## config.mk

```make
export PLATFORM = sky130hd
export DESIGN_NAME = ordered_list_engine_top
export DESIGN_NICKNAME = d
export VERILOG_FILES = /design/src/rtl/core/ole_pkg.sv /design/src/rtl/core/ole_cell.sv /design/src/rtl/core/ordered_list_engine_top.sv
export SDC_FILE = /design/constraint.sdc
export NUM_CORES = 2
export LEC_CHECK = 0
export BUFFER_PORTS_ARGS = -buffer_cell sky130_fd_sc_hd__buf_4
export CAP_MARGIN = 20
export CORE_UTILIZATION = 40
export CTS_CLUSTER_DIAMETER = 200
export DETAILED_ROUTE_END_ITERATION = 6
export PLACE_DENSITY = 0.56
export SETUP_SLACK_MARGIN = 0.02
export SLEW_MARGIN = 40
export SYNTH_ARGS = -nofsm -noshare
export SYNTH_HDL_FRONTEND = slang
export SYNTH_SLANG_ARGS = --single-unit
```

## constraint.sdc

```tcl
create_clock -name clk -period 8.09 [get_ports clk]
set_clock_uncertainty 0.1 [all_clocks]
set_input_delay 1.618 -clock clk [delete_from_list [all_inputs] [get_ports clk]]
set_output_delay 1.618 -clock clk [all_outputs]
set_load 0.01 [all_outputs]
```

## src/rtl/core/ole_pkg.sv

```systemverilog
// Package for the ordered list engine: sizes, operation codes, the cell command struct
// and the controller state type. It depends on nothing; every other file imports it.
package ole_pkg;

	localparam int CAPACITY = 16;
	localparam int IDX_W    = $clog2(CAPACITY);
	localparam int CNT_W    = $clog2(CAPACITY + 1);
	localparam int DATA_W   = 32;
	localparam int POS_W    = 8;
	localparam int ACT_W    = 2;
	localparam int COUNT_W  = 5;

	typedef enum logic [ACT_W-1:0] {
		ACT_APPEND = 2'd0,
		ACT_INSERT = 2'd1,
		ACT_READ   = 2'd2,
		ACT_DELETE = 2'd3
	} action_t;

	typedef enum logic [1:0] {
		CELL_HOLD   = 2'd0,
		CELL_INSERT = 2'd1,
		CELL_DELETE = 2'd2
	} cell_op_t;

	typedef struct packed {
		cell_op_t                op;
		logic [IDX_W-1:0]        idx;
		logic [DATA_W-1:0]       value;
	} cell_cmd_t;

	typedef enum logic [1:0] {
		ST_IDLE  = 2'd0,
		ST_CMP   = 2'd1,
		ST_APPLY = 2'd2
	} state_t;

endpackage

```

## src/rtl/core/ole_cell.sv

```systemverilog
// One storage cell of the ordered list chain: holds one element, shifts with its
// neighbors on insert and delete, and registers an equality flag. Depends on ole_pkg.
module ole_cell import ole_pkg::*; (
	input  logic              clk,
	input  logic              arst_n,
	input  cell_cmd_t         cmd,
	input  logic [IDX_W-1:0]  idx,
	input  logic [DATA_W-1:0] left_data,
	input  logic [DATA_W-1:0] right_data,
	output logic [DATA_W-1:0] data,
	output logic              match
);

	logic [DATA_W-1:0] data_q;
	logic              match_q;

	// Elements at or after the insert point move one place up; those after the
	// deleted one move one place down.
	always_ff @(posedge clk) begin
		unique case (cmd.op)
			CELL_INSERT: begin
				if (idx > cmd.idx) begin
					data_q <= left_data;
				end else if (idx == cmd.idx) begin
					data_q <= cmd.value;
				end
			end
			CELL_DELETE: begin
				if (idx >= cmd.idx) begin
					data_q <= right_data;
				end
			end
			default: begin
			end
		endcase
	end

	always_ff @(posedge clk or negedge arst_n) begin
		if (!arst_n) begin
			match_q <= 1'b0;
		end else begin
			match_q <= (data_q == cmd.value);
		end
	end

	assign data  = data_q;
	assign match = match_q;

endmodule

```

## src/rtl/core/ordered_list_engine_top.sv

```systemverilog
// Top level of the ordered list engine: request and result stream ports, the
// controller, the row of ole_cell instances and the result register. Depends on ole_pkg.
// Flow: an accepted request passes the compare and apply states, and on apply its result
// beat is loaded. A new request is taken only back in idle, which the registered per-cell
// compare of the delete search requires; a stalled result holds the apply state longer.
// Reset: arst_n clears the element count, controller and result valid; cell contents
// stay undefined and are never read before they are written.
module ordered_list_engine_top import ole_pkg::*; (
	input  logic        clk,
	input  logic        arst_n,
	// Request beat fields from bit 0: action[1:0], position[9:2], operand_value[41:10].
	input  logic        s_tvalid,
	output logic        s_tready,
	input  logic [47:0] s_tdata,
	// Result beat fields from bit 0: read_value[31:0], success[32], full_reject[33],
	// element_count[38:34].
	output logic        m_tvalid,
	input  logic        m_tready,
	output logic [39:0] m_tdata
);

	localparam int CMP_W = (POS_W > CNT_W) ? POS_W : CNT_W;

	// Request held for the whole of its processing.
	action_t           act_q;
	logic [POS_W-1:0]  pos_q;
	logic [DATA_W-1:0] val_q;

	state_t            state_q, state_d;
	logic [CNT_W-1:0]  len_q, len_d;

	// Result register, which lets a new request enter while a result waits.
	logic              m_valid_q;
	logic [DATA_W-1:0] out_rv_q;
	logic              out_success_q;
	logic              out_full_q;
	logic [CNT_W-1:0]  out_len_q;

	logic              apply;
	logic              load_out;
	logic [DATA_W-1:0] rv_d;
	logic              success_d;
	logic              full_d;
	cell_cmd_t         cmd;

	logic [DATA_W-1:0] cell_data  [CAPACITY];
	logic [CAPACITY-1:0] cell_match;

	logic              hit;
	logic [IDX_W-1:0]  del_idx;
	logic [IDX_W-1:0]  ins_idx;
	logic [IDX_W-1:0]  rd_idx;
	logic [CNT_W-1:0]  last_idx;

	assign s_tready = (state_q == ST_IDLE);

	always_ff @(posedge clk) begin
		if (s_tvalid && s_tready) begin
			act_q <= action_t'(s_tdata[1:0]);
			pos_q <= s_tdata[9:2];
			val_q <= s_tdata[41:10];
		end
	end

	// First element equal to the operand among the valid ones. The match flags were
	// registered during the compare cycle, with the contents unchanged since.
	always_comb begin
		hit     = 1'b0;
		del_idx = '0;
		for (int i = CAPACITY - 1; i >= 0; i--) begin
			if (cell_match[i] && (CNT_W'(i) < len_q)) begin
				hit     = 1'b1;
				del_idx = IDX_W'(i);
			end
		end
	end

	// An insert at or past the end becomes an append; a read past the end
	// returns the last element.
	assign last_idx = len_q - CNT_W'(1);

	always_comb begin
		if ((act_q == ACT_INSERT) && (CMP_W'(pos_q) < CMP_W'(len_q))) begin
			ins_idx = IDX_W'(pos_q);
		end else begin
			ins_idx = IDX_W'(len_q);
		end
		if (CMP_W'(pos_q) > CMP_W'(last_idx)) begin
			rd_idx = IDX_W'(last_idx);
		end else begin
			rd_idx = IDX_W'(pos_q);
		end
	end

	always_comb begin
		state_d   = state_q;
		len_d     = len_q;
		apply     = 1'b0;
		load_out  = 1'b0;
		rv_d      = '0;
		success_d = 1'b0;
		full_d    = 1'b0;
		cmd.op    = CELL_HOLD;
		cmd.idx   = '0;
		cmd.value = val_q;

		unique case (state_q)
			ST_IDLE: begin
				if (s_tvalid) begin
					state_d = ST_CMP;
				end
			end
			ST_CMP: begin
				state_d = ST_APPLY;
			end
			ST_APPLY: begin
				apply = !m_valid_q || m_tready;
			end
			default: begin
				state_d = ST_IDLE;
			end
		endcase

		if (apply) begin
			state_d  = ST_IDLE;
			load_out = 1'b1;
			unique case (act_q)
				ACT_APPEND, ACT_INSERT: begin
					if (len_q >= CNT_W'(CAPACITY)) begin
						full_d = 1'b1;
					end else begin
						cmd.op    = CELL_INSERT;
						cmd.idx   = ins_idx;
						len_d     = len_q + CNT_W'(1);
						success_d = 1'b1;
					end
				end
				ACT_READ: begin
					if (len_q != '0) begin
						rv_d      = cell_data[rd_idx];
						success_d = 1'b1;
					end
				end
				ACT_DELETE: begin
					if (hit) begin
						cmd.op    = CELL_DELETE;
						cmd.idx   = del_idx;
						len_d     = len_q - CNT_W'(1);
						success_d = 1'b1;
					end
				end
				default: begin
				end
			endcase
		end
	end

	always_ff @(posedge clk or negedge arst_n) begin
		if (!arst_n) begin
			state_q   <= ST_IDLE;
			len_q     <= '0;
			m_valid_q <= 1'b0;
		end else begin
			state_q <= state_d;
			len_q   <= len_d;
			if (load_out) begin
				m_valid_q <= 1'b1;
			end else if (m_tready) begin
				m_valid_q <= 1'b0;
			end
		end
	end

	always_ff @(posedge clk) begin
		if (load_out) begin
			out_rv_q      <= rv_d;
			out_success_q <= success_d;
			out_full_q    <= full_d;
			out_len_q     <= len_d;
		end
	end

	// The cell row. Cell 0 has no lower neighbor and the top cell takes back its
	// own value on a delete.
	for (genvar g = 0; g < CAPACITY; g++) begin : g_cell
		logic [DATA_W-1:0] left_in;
		logic [DATA_W-1:0] right_in;

		if (g == 0) begin : g_first
			assign left_in = val_q;
		end else begin : g_inner
			assign left_in = cell_data[g-1];
		end
		if (g == CAPACITY - 1) begin : g_last
			assign right_in = cell_data[g];
		end else begin : g_body
			assign right_in = cell_data[g+1];
		end

		ole_cell u_cell (
			.clk        (clk),
			.arst_n     (arst_n),
			.cmd        (cmd),
			.idx        (IDX_W'(g)),
			.left_data  (left_in),
			.right_data (right_in),
			.data       (cell_data[g]),
			.match      (cell_match[g])
		);
	end

	assign m_tvalid = m_valid_q;
	assign m_tdata  = {1'b0, COUNT_W'(out_len_q), out_full_q, out_success_q, out_rv_q};

	// The element count never exceeds the capacity.
	a_len_bound: assert property (@(posedge clk) disable iff (!arst_n)
		len_q <= CNT_W'(CAPACITY))
		else $error("element count above capacity");

	// A refused insert and a success are never reported together.
	a_flags_excl: assert property (@(posedge clk) disable iff (!arst_n)
		m_valid_q |-> !(out_success_q && out_full_q))
		else $error("success and full_reject both set");

	// A refusal is only given while the list is full.
	a_full_count: assert property (@(posedge clk) disable iff (!arst_n)
		(m_valid_q && out_full_q) |-> (len_q == CNT_W'(CAPACITY)))
		else $error("full_reject with list not full");

	// A nonzero read value only comes from a successful read.
	a_rv_success: assert property (@(posedge clk) disable iff (!arst_n)
		(m_valid_q && (out_rv_q != '0)) |-> out_success_q)
		else $error("read value without success");

endmodule

```

Word level (Yosys, flattened, before mapping):

Index checks and enable logic that the tools add are counted.

* bits in writable memories: 0
* register bits: 617
* input port bits: 52
* memories: 0
* ROM bits: 0
* bits in latches: 0
* output and inout bits: 42

* muxes and demuxes: 119
* equality and inequality tests: 70
* reduce and logical (&&, ||, !) cells: 47
* shift-type cells: 0
* divide/modulo/power cells: 0
* bitwise logic cells: 1
* multiply operators: 0
* order comparisons: 51
* $add $sub $neg: 2

Operators with widths (count)
* 32-bit 2-to-1 mux: 49
* 32-bit case mux with 2 select lines: 15
* 32-bit equality test: 16
* 32-bit binary-select mux with 4-bit select: 1
* 4-bit 2-to-1 mux: 18
* 3-bit AND reduction: 16
* 3-bit by 1-bit inequality test with 1-bit output (second input constant): 15
* 4-bit by 5-bit less-than comparator with 1-bit output (first input constant): 8
* 4-bit equality test (first input constant): 8
* 4-bit greater-than comparator (first input constant): 8
* 2-bit by 1-bit inequality test with 1-bit output (second input constant): 15
* 4-bit >= comparator (first input constant): 7
* 1-bit 2-to-1 mux: 24
* 3-bit by 5-bit less-than comparator with 1-bit output (first input constant): 4
* 5-bit 2-to-1 mux: 4
* 1-bit logical AND: 18
* 3-bit by 4-bit equality test with 1-bit output (first input constant): 4
* 3-bit by 4-bit >= comparator with 1-bit output (first input constant): 4
* 3-bit by 4-bit greater-than comparator with 1-bit output (first input constant): 4
* 6-bit 2-to-1 mux: 2
* 6-bit case mux with 2 select lines: 1
* 5-bit >= comparator (second input constant): 2
* 1-bit by 5-bit less-than comparator with 1-bit output (first input constant): 2
* 2-bit by 5-bit less-than comparator with 1-bit output (first input constant): 2
* other kinds (27): 43

Depth between registers and ports, before layout:

* depth after elaboration: 25
* gate-level depth with buffers: 19

Cells and area by module:

Synthesis repeated with hierarchy kept, for this count alone.

* cells, all modules: 3868
* area total of the unflattened synthesis: 44017.2 µm²

Modules (own cells, without submodules)
* ole_cell: instances 16, area each 2183.3 µm², seq. area each 985.9 µm², cells each 173
* ordered_list_engine_top: instances 1, area each 9083.7 µm², seq. area each 2632.5 µm², cells each 1100

Worst setup path after synthesis:

OpenSTA, ideal clock, no wires.

* kind: in2reg
* start point: input port m_tready
* end point: register g_cell[4].u_cell.data_q[0] (enable)
* buffers on the path: 2
* setup slack: 0.694 ns
* required time: 7.562 ns
* cell stages on the path: 10
* arrival time: 6.868 ns
* cells stage by stage: nand2b_1 > nand2b_1 > clkbuf_1 > inv_1 > nand2_1 > ha_1 > or2_2 > clkbuf_1 > a21oi_1 > o21bai_1

* longest elaborated chain between the ends: 6
* elaborated cells on any way between the ends: 12
* those cells by class: order compare (2); eq/ne (5); mux (2); reduce/logical (3)

Ends and longest elaborated chain
* start: declaration: line ordered_list_engine_top.sv:18 `input logic m_tready,`
* 1-bit logical OR *: line ordered_list_engine_top.sv:117 `apply = !m_valid_q || m_tready;`
* 1-bit 2-to-1 mux *: line ordered_list_engine_top.sv:107 `unique case (state_q)`
* net apply: line ordered_list_engine_top.sv:39 `logic apply;`
* 6-bit 2-to-1 mux *: line ordered_list_engine_top.sv:124 `if (apply) begin`
* 3-bit by 4-bit greater-than comparator with 1-bit output, or another cell as far along: line ole_cell.sv:22 `if (idx > cmd.idx) begin`
* 3-bit by 1-bit inequality test with 1-bit output (no source line), or another cell as far along
* 3-bit AND reduction (no source line) *
* end signal: assignment: line ole_cell.sv:23 `data_q <= left_data;`
* end signal: assignment: line ole_cell.sv:25 `data_q <= cmd.value;`
* end signal: assignment: line ole_cell.sv:30 `data_q <= right_data;`
* end: declaration: line ole_cell.sv:14 `logic [DATA_W-1:0] data_q;`

The timed path passes the listed nets; every way through them passes the cells marked *.
A chain may end at the register's enable or synchronous reset.

Worst setup path after layout:

* start point: register len_q[1]
* end point: register out_rv_q[2] (data pin)

* longest elaborated chain between the ends: 7
* elaborated cells on any way between the ends: 9
* those cells by class: add/sub (1); order compare (1); mux (4); bitwise (1); reduce/logical (2)

Ends and longest elaborated chain
* start: declaration: line ordered_list_engine_top.sv:30 `logic [CNT_W-1:0] len_q, len_d;`
* start signal: assignment: line ordered_list_engine_top.sv:165 `len_q <= len_d;`
* 5-bit by 1-bit subtractor with 5-bit output: line ordered_list_engine_top.sv:80 `assign last_idx = len_q - CNT_W'(1);`
* 8-bit by 5-bit greater-than comparator with 1-bit output: line ordered_list_engine_top.sv:88 `if (CMP_W'(pos_q) > CMP_W'(last_idx)) begin`
* 4-bit 2-to-1 mux: line ordered_list_engine_top.sv:88
* 4-bit NOT with 5-bit output (not written as such): line ordered_list_engine_top.sv:140 `rv_d = cell_data[rd_idx];`
* 32-bit binary-select mux with 4-bit select: line ordered_list_engine_top.sv:140
* 32-bit 2-to-1 mux (not written as such) (2 in a row): line ordered_list_engine_top.sv:140
* end signal: assignment: line ordered_list_engine_top.sv:176 `out_rv_q <= rv_d;`
* end: declaration: line ordered_list_engine_top.sv:34 `logic [DATA_W-1:0] out_rv_q;`

Several ways; a longest one is shown, not always the timed one. The select of a mux whose other input is x is not followed.

==> results by group <==
Outcome
  – Status: complete, no violations

Worst setup path
  – Critical path required time: 8490 ps
  – Slowest-stage cell, CP: mux2_2
  – Data arrival, critical path: 6770 ps
  – Setup Crit Path Kind: register to register
  – Largest stage delay, worst path: 1010 ps
  – Most frequent CP cell: ha_1
  – CP Max Fanout: 21
  – R2R Setup Slk: 1720 ps
  – Family with the most delay on the worst path: compound AO/OA/AOI/OAI gates
  – Worst flop-to-flop path startpoint: len_q[1]
  – WP buf/inv: 2
  – Cells along the critical path: inv_1 > ha_1 > xnor2_1 > ha_1 > nand4_1 > or2_1 > nand2_1 > nand3_1 > mux2_2 > buf_4 > a211oi_1 > a2111oi_0 > a22o_1
  – Crit. End Element: register
  – Setup crit start: len_q[1]
  – Startpoint Class: register

Die
  – Rows: 120
  – Core area: 108000 sq um
  – I/O pins: 94
  – DIE AREA: 110000 sq um
  – Initial cell density of the core: 0.405
  – Width of the die: 332 um
  – Die Height: 332 um

Power
  – Lkg Pwr: 17.7 nW
  – Switching Fraction: 0.461
  – Clk network pwr share: 0.245
  – Overall power: 15.4 mW
  – Sequential Power Share: 0.284
  – Net Switching: 7.12 mW
  – Int Power: 8.32 mW
  – PD cells: 318 nW/um^2
  – Logic pwr share: 0.470
  – Maximum vdd ir drop: 0.479 mV

Timing
  – Actual slew at the worst max-slew pin: 958 ps
  – RSZ-0062 raised after global routing: false
  – Period utilization: 0.787
  – Relative slew slack: 0.345
  – Fmax: 0.157 GHz
  – Final Hold Fails: 0
  – Hold Slack: 412 ps
  – Final setup TNS: 0 ps
  – Tmin final: 6370 ps
  – Max Slew Vio Count: 0
  – Final setup fails: 0

Synthesis
  – #FFs+latches synth: 617
  – FFs w/ async S/R, synth: 0.0389
  – Yosys warns: 0
  – Mapped Cells: 4510
  – Synth area leader: edfxtp_1
  – Synth cell types: 77
  – Syn Std Cell Area: 43600 sq um
  – Syn nets: 4578
  – Synth top area share: 0.409
  – Synth top area cells: edfxtp_1, xor2_1, mux2i_1, nand2_1, clkbuf_1
  – Average size of a mapped cell: 9.66 sq um
  – Top FF cell, synth: edfxtp_1
  – Seq/Total Area, Yosys: 0.422
  – Post-synth EDFFs: 593

Placement
  – GP Congestion: 1.07
  – PortBufs: 86
  – DP HPWL: 137000 um

Clock tree
  – Setup bufs post-CTS: 0
  – CTS tree: done
  – Clk buf depth: 3
  – Clk Latency, worst-skew pair: 690 ps
  – CTS sink count: 617
  – Root buf cell: clkbuf_16
  – Num CTS Buffers: 78
  – Clk pin slew, worst setup/hold paths: 70 ps
  – Hold buffers post-CTS: 0
  – Post-CTS resize count: 0
  – Level count of the clock H-tree: 3

Layout
  – Layout cell share with drive strength beyond 1: 0.127
  – Final core occ: 0.452
  – Area grow syn2layout: 11.5%
  – FILL cells: 10300
  – Ant. Diodes: 0
  – Nets: 4421

GRT
  – Vias in the first global route: 36600
  – Initial antenna violation count: 10
  – First-pass GRT wire length: 285000 um
  – Gr usage total: 0.358
  – Largest net degree at the start of global routing: 148
  – Grt ovf: 0

Drt
  – Routed WL: 203000 um
  – Vias per cell: 6.83
  – Via count: 39800
  – Post-DR wirelength/cell: 35.0 um
  – DR DRC count: 0
  – DR iter-0 viols: 6710
  – Final antenna-violating net count: 0
  – Number of detailed-route iterations in the first pass: 6

Flow run
  – Max-cap violations: 0

Hold path
  – Hold Crit Class: register to register
  – Hold Crit Start: state_q[0]
## worst reg2reg max path: stages, from the launching register on
cell and delay (ps):
dfrtp_1 850, inv_1 350, ha_1 330, xnor2_1 400
ha_1 220, nand4_1 140, or2_1 250, nand2_1 160
nand3_1 590, mux2_2 1010, buf_4 420, a211oi_1 110
a2111oi_0 850, a22o_1 430
## power by group through the flow
stage               Clock [mW]  Sequential [mW]  Combinational (mW)
CTS                       3.80             4.37                6.84
global placement             0             4.43                6.70
floorplan                    0             4.26                4.03
global route              3.91             4.41                7.34
finish                    3.79             4.39                7.26
detailed placement           0             4.43                6.83
## placed cells by master, fill, tap and decap left out, types with 91 or more instances in the layout
cell type    n
buf_4      209
nor4_1     127
edfxtp_1   593
inv_1       99
mux2i_1    320
o21ai_0    207
xor2_1     511
nor3_1     127
a21oi_1     91
nand2_1    508
a211oi_1   100
nor2_1     241
## routing by layer
metal / global-route usage / share of wire / vias to the layer above
li1: - / - / 16500
met1: 0.479 / 0.38 / 19700
met2: 0.511 / 0.41 / 3016
met3: 0.125 / 0.14 / 526
met4: 0.173 / 0.060 / 10
met5: 0.00999 / 0.00028 / -
## area by class of cell
class                      count  area (sq um)  area share
inverter                     101           392     0.00806
timing repair buffer         228          1900      0.0391
sequential                   617         18400       0.379
clock inverter                55           652      0.0134
multi-input combinational   3327         23400       0.483
tap                         1403          1760      0.0361
clock buffer                  89          2020      0.0417
## kinds of logic after synthesis
group,count (synthesis),synth area share
muxes,367,0.0855
AOI/OAI and AO/OA,1015,0.177
DFF,617,0.422
adders and majority gates,16,0.00459
other,1,0.0000861
and+or+nand+nor,1410,0.154
buffers and inverters,566,0.0524
xor gates and xnor gates,518,0.104
## state kept, by name, indices dropped and copies added, names as in the netlist
name and count:
act_q 2, g_cell.left_in 32, g_cell.u_cell.data 512, g_cell.u_cell.match 16, len_q 5, m_tvalid 1
out_full_q 1, out_len_q 5, out_rv_q 32, out_success_q 1, pos_q 8, state_q 2
## cell usage after synthesis (9+ instances only)
| cell | count |
|---|---|
| edfxtp_1 | 593 |
| xor2_1 | 512 |
| nand2_1 | 511 |
| clkbuf_1 | 379 |
| mux2i_1 | 324 |
| nor2_1 | 246 |
| o21ai_0 | 207 |
| nor4_1 | 142 |
| nor3_1 | 128 |
| a21oi_1 | 101 |
| inv_1 | 101 |
| a211oi_1 | 100 |
| and3_1 | 87 |
| nand3_1 | 85 |
| a31oi_1 | 77 |
| a221o_1 | 71 |
| nand4_1 | 58 |
| a2bb2oi_1 | 55 |
| o21ai_1 | 55 |
| buf_2 | 51 |
| a2111oi_2 | 48 |
| o211ai_1 | 44 |
| or3_1 | 44 |
| nor2b_1 | 39 |
| nand2b_1 | 38 |
| a31o_2 | 36 |
| mux2_1 | 30 |
| o221a_2 | 30 |
| a32oi_1 | 26 |
| dfrtp_1 | 24 |
| o2111a_1 | 21 |
| a2111oi_1 | 20 |
| a221oi_1 | 20 |
| buf_1 | 17 |
| ha_1 | 16 |
| a2111oi_0 | 14 |
| mux2_2 | 13 |
| o22ai_1 | 13 |
| a32o_1 | 12 |
| buf_4 | 11 |
| o31ai_1 | 9 |
## stage by stage
| stage | cell area [sq um] | cells | worst slack, ps |
|---|---|---|---|
| after global routing | 48600 | 5820 | 1690 |
| after floorplan | 43600 | 4510 | 694 |
| after detailed placement | 45800 | 5674 | 1970 |
| after global placement | 45600 | 5666 | 2020 |
| final | 48600 | 5820 | 1720 |
| after CTS | 48500 | 5818 | 2010 |
## path summary, 6_finish.rpt
kind / end / depth (start not counted)
min in group asynchronous: g_cell[11].u_cell.match / 1
worst min-delay path: state_q[1] / 2
max in group asynchronous: g_cell[2].u_cell.match / 1
worst max register to register: out_rv_q[2] / 13
worst min register to register: state_q[1] / 2
worst max-delay path: out_rv_q[2] / 13
Note: power is estimated with default switching activity, not from simulation.
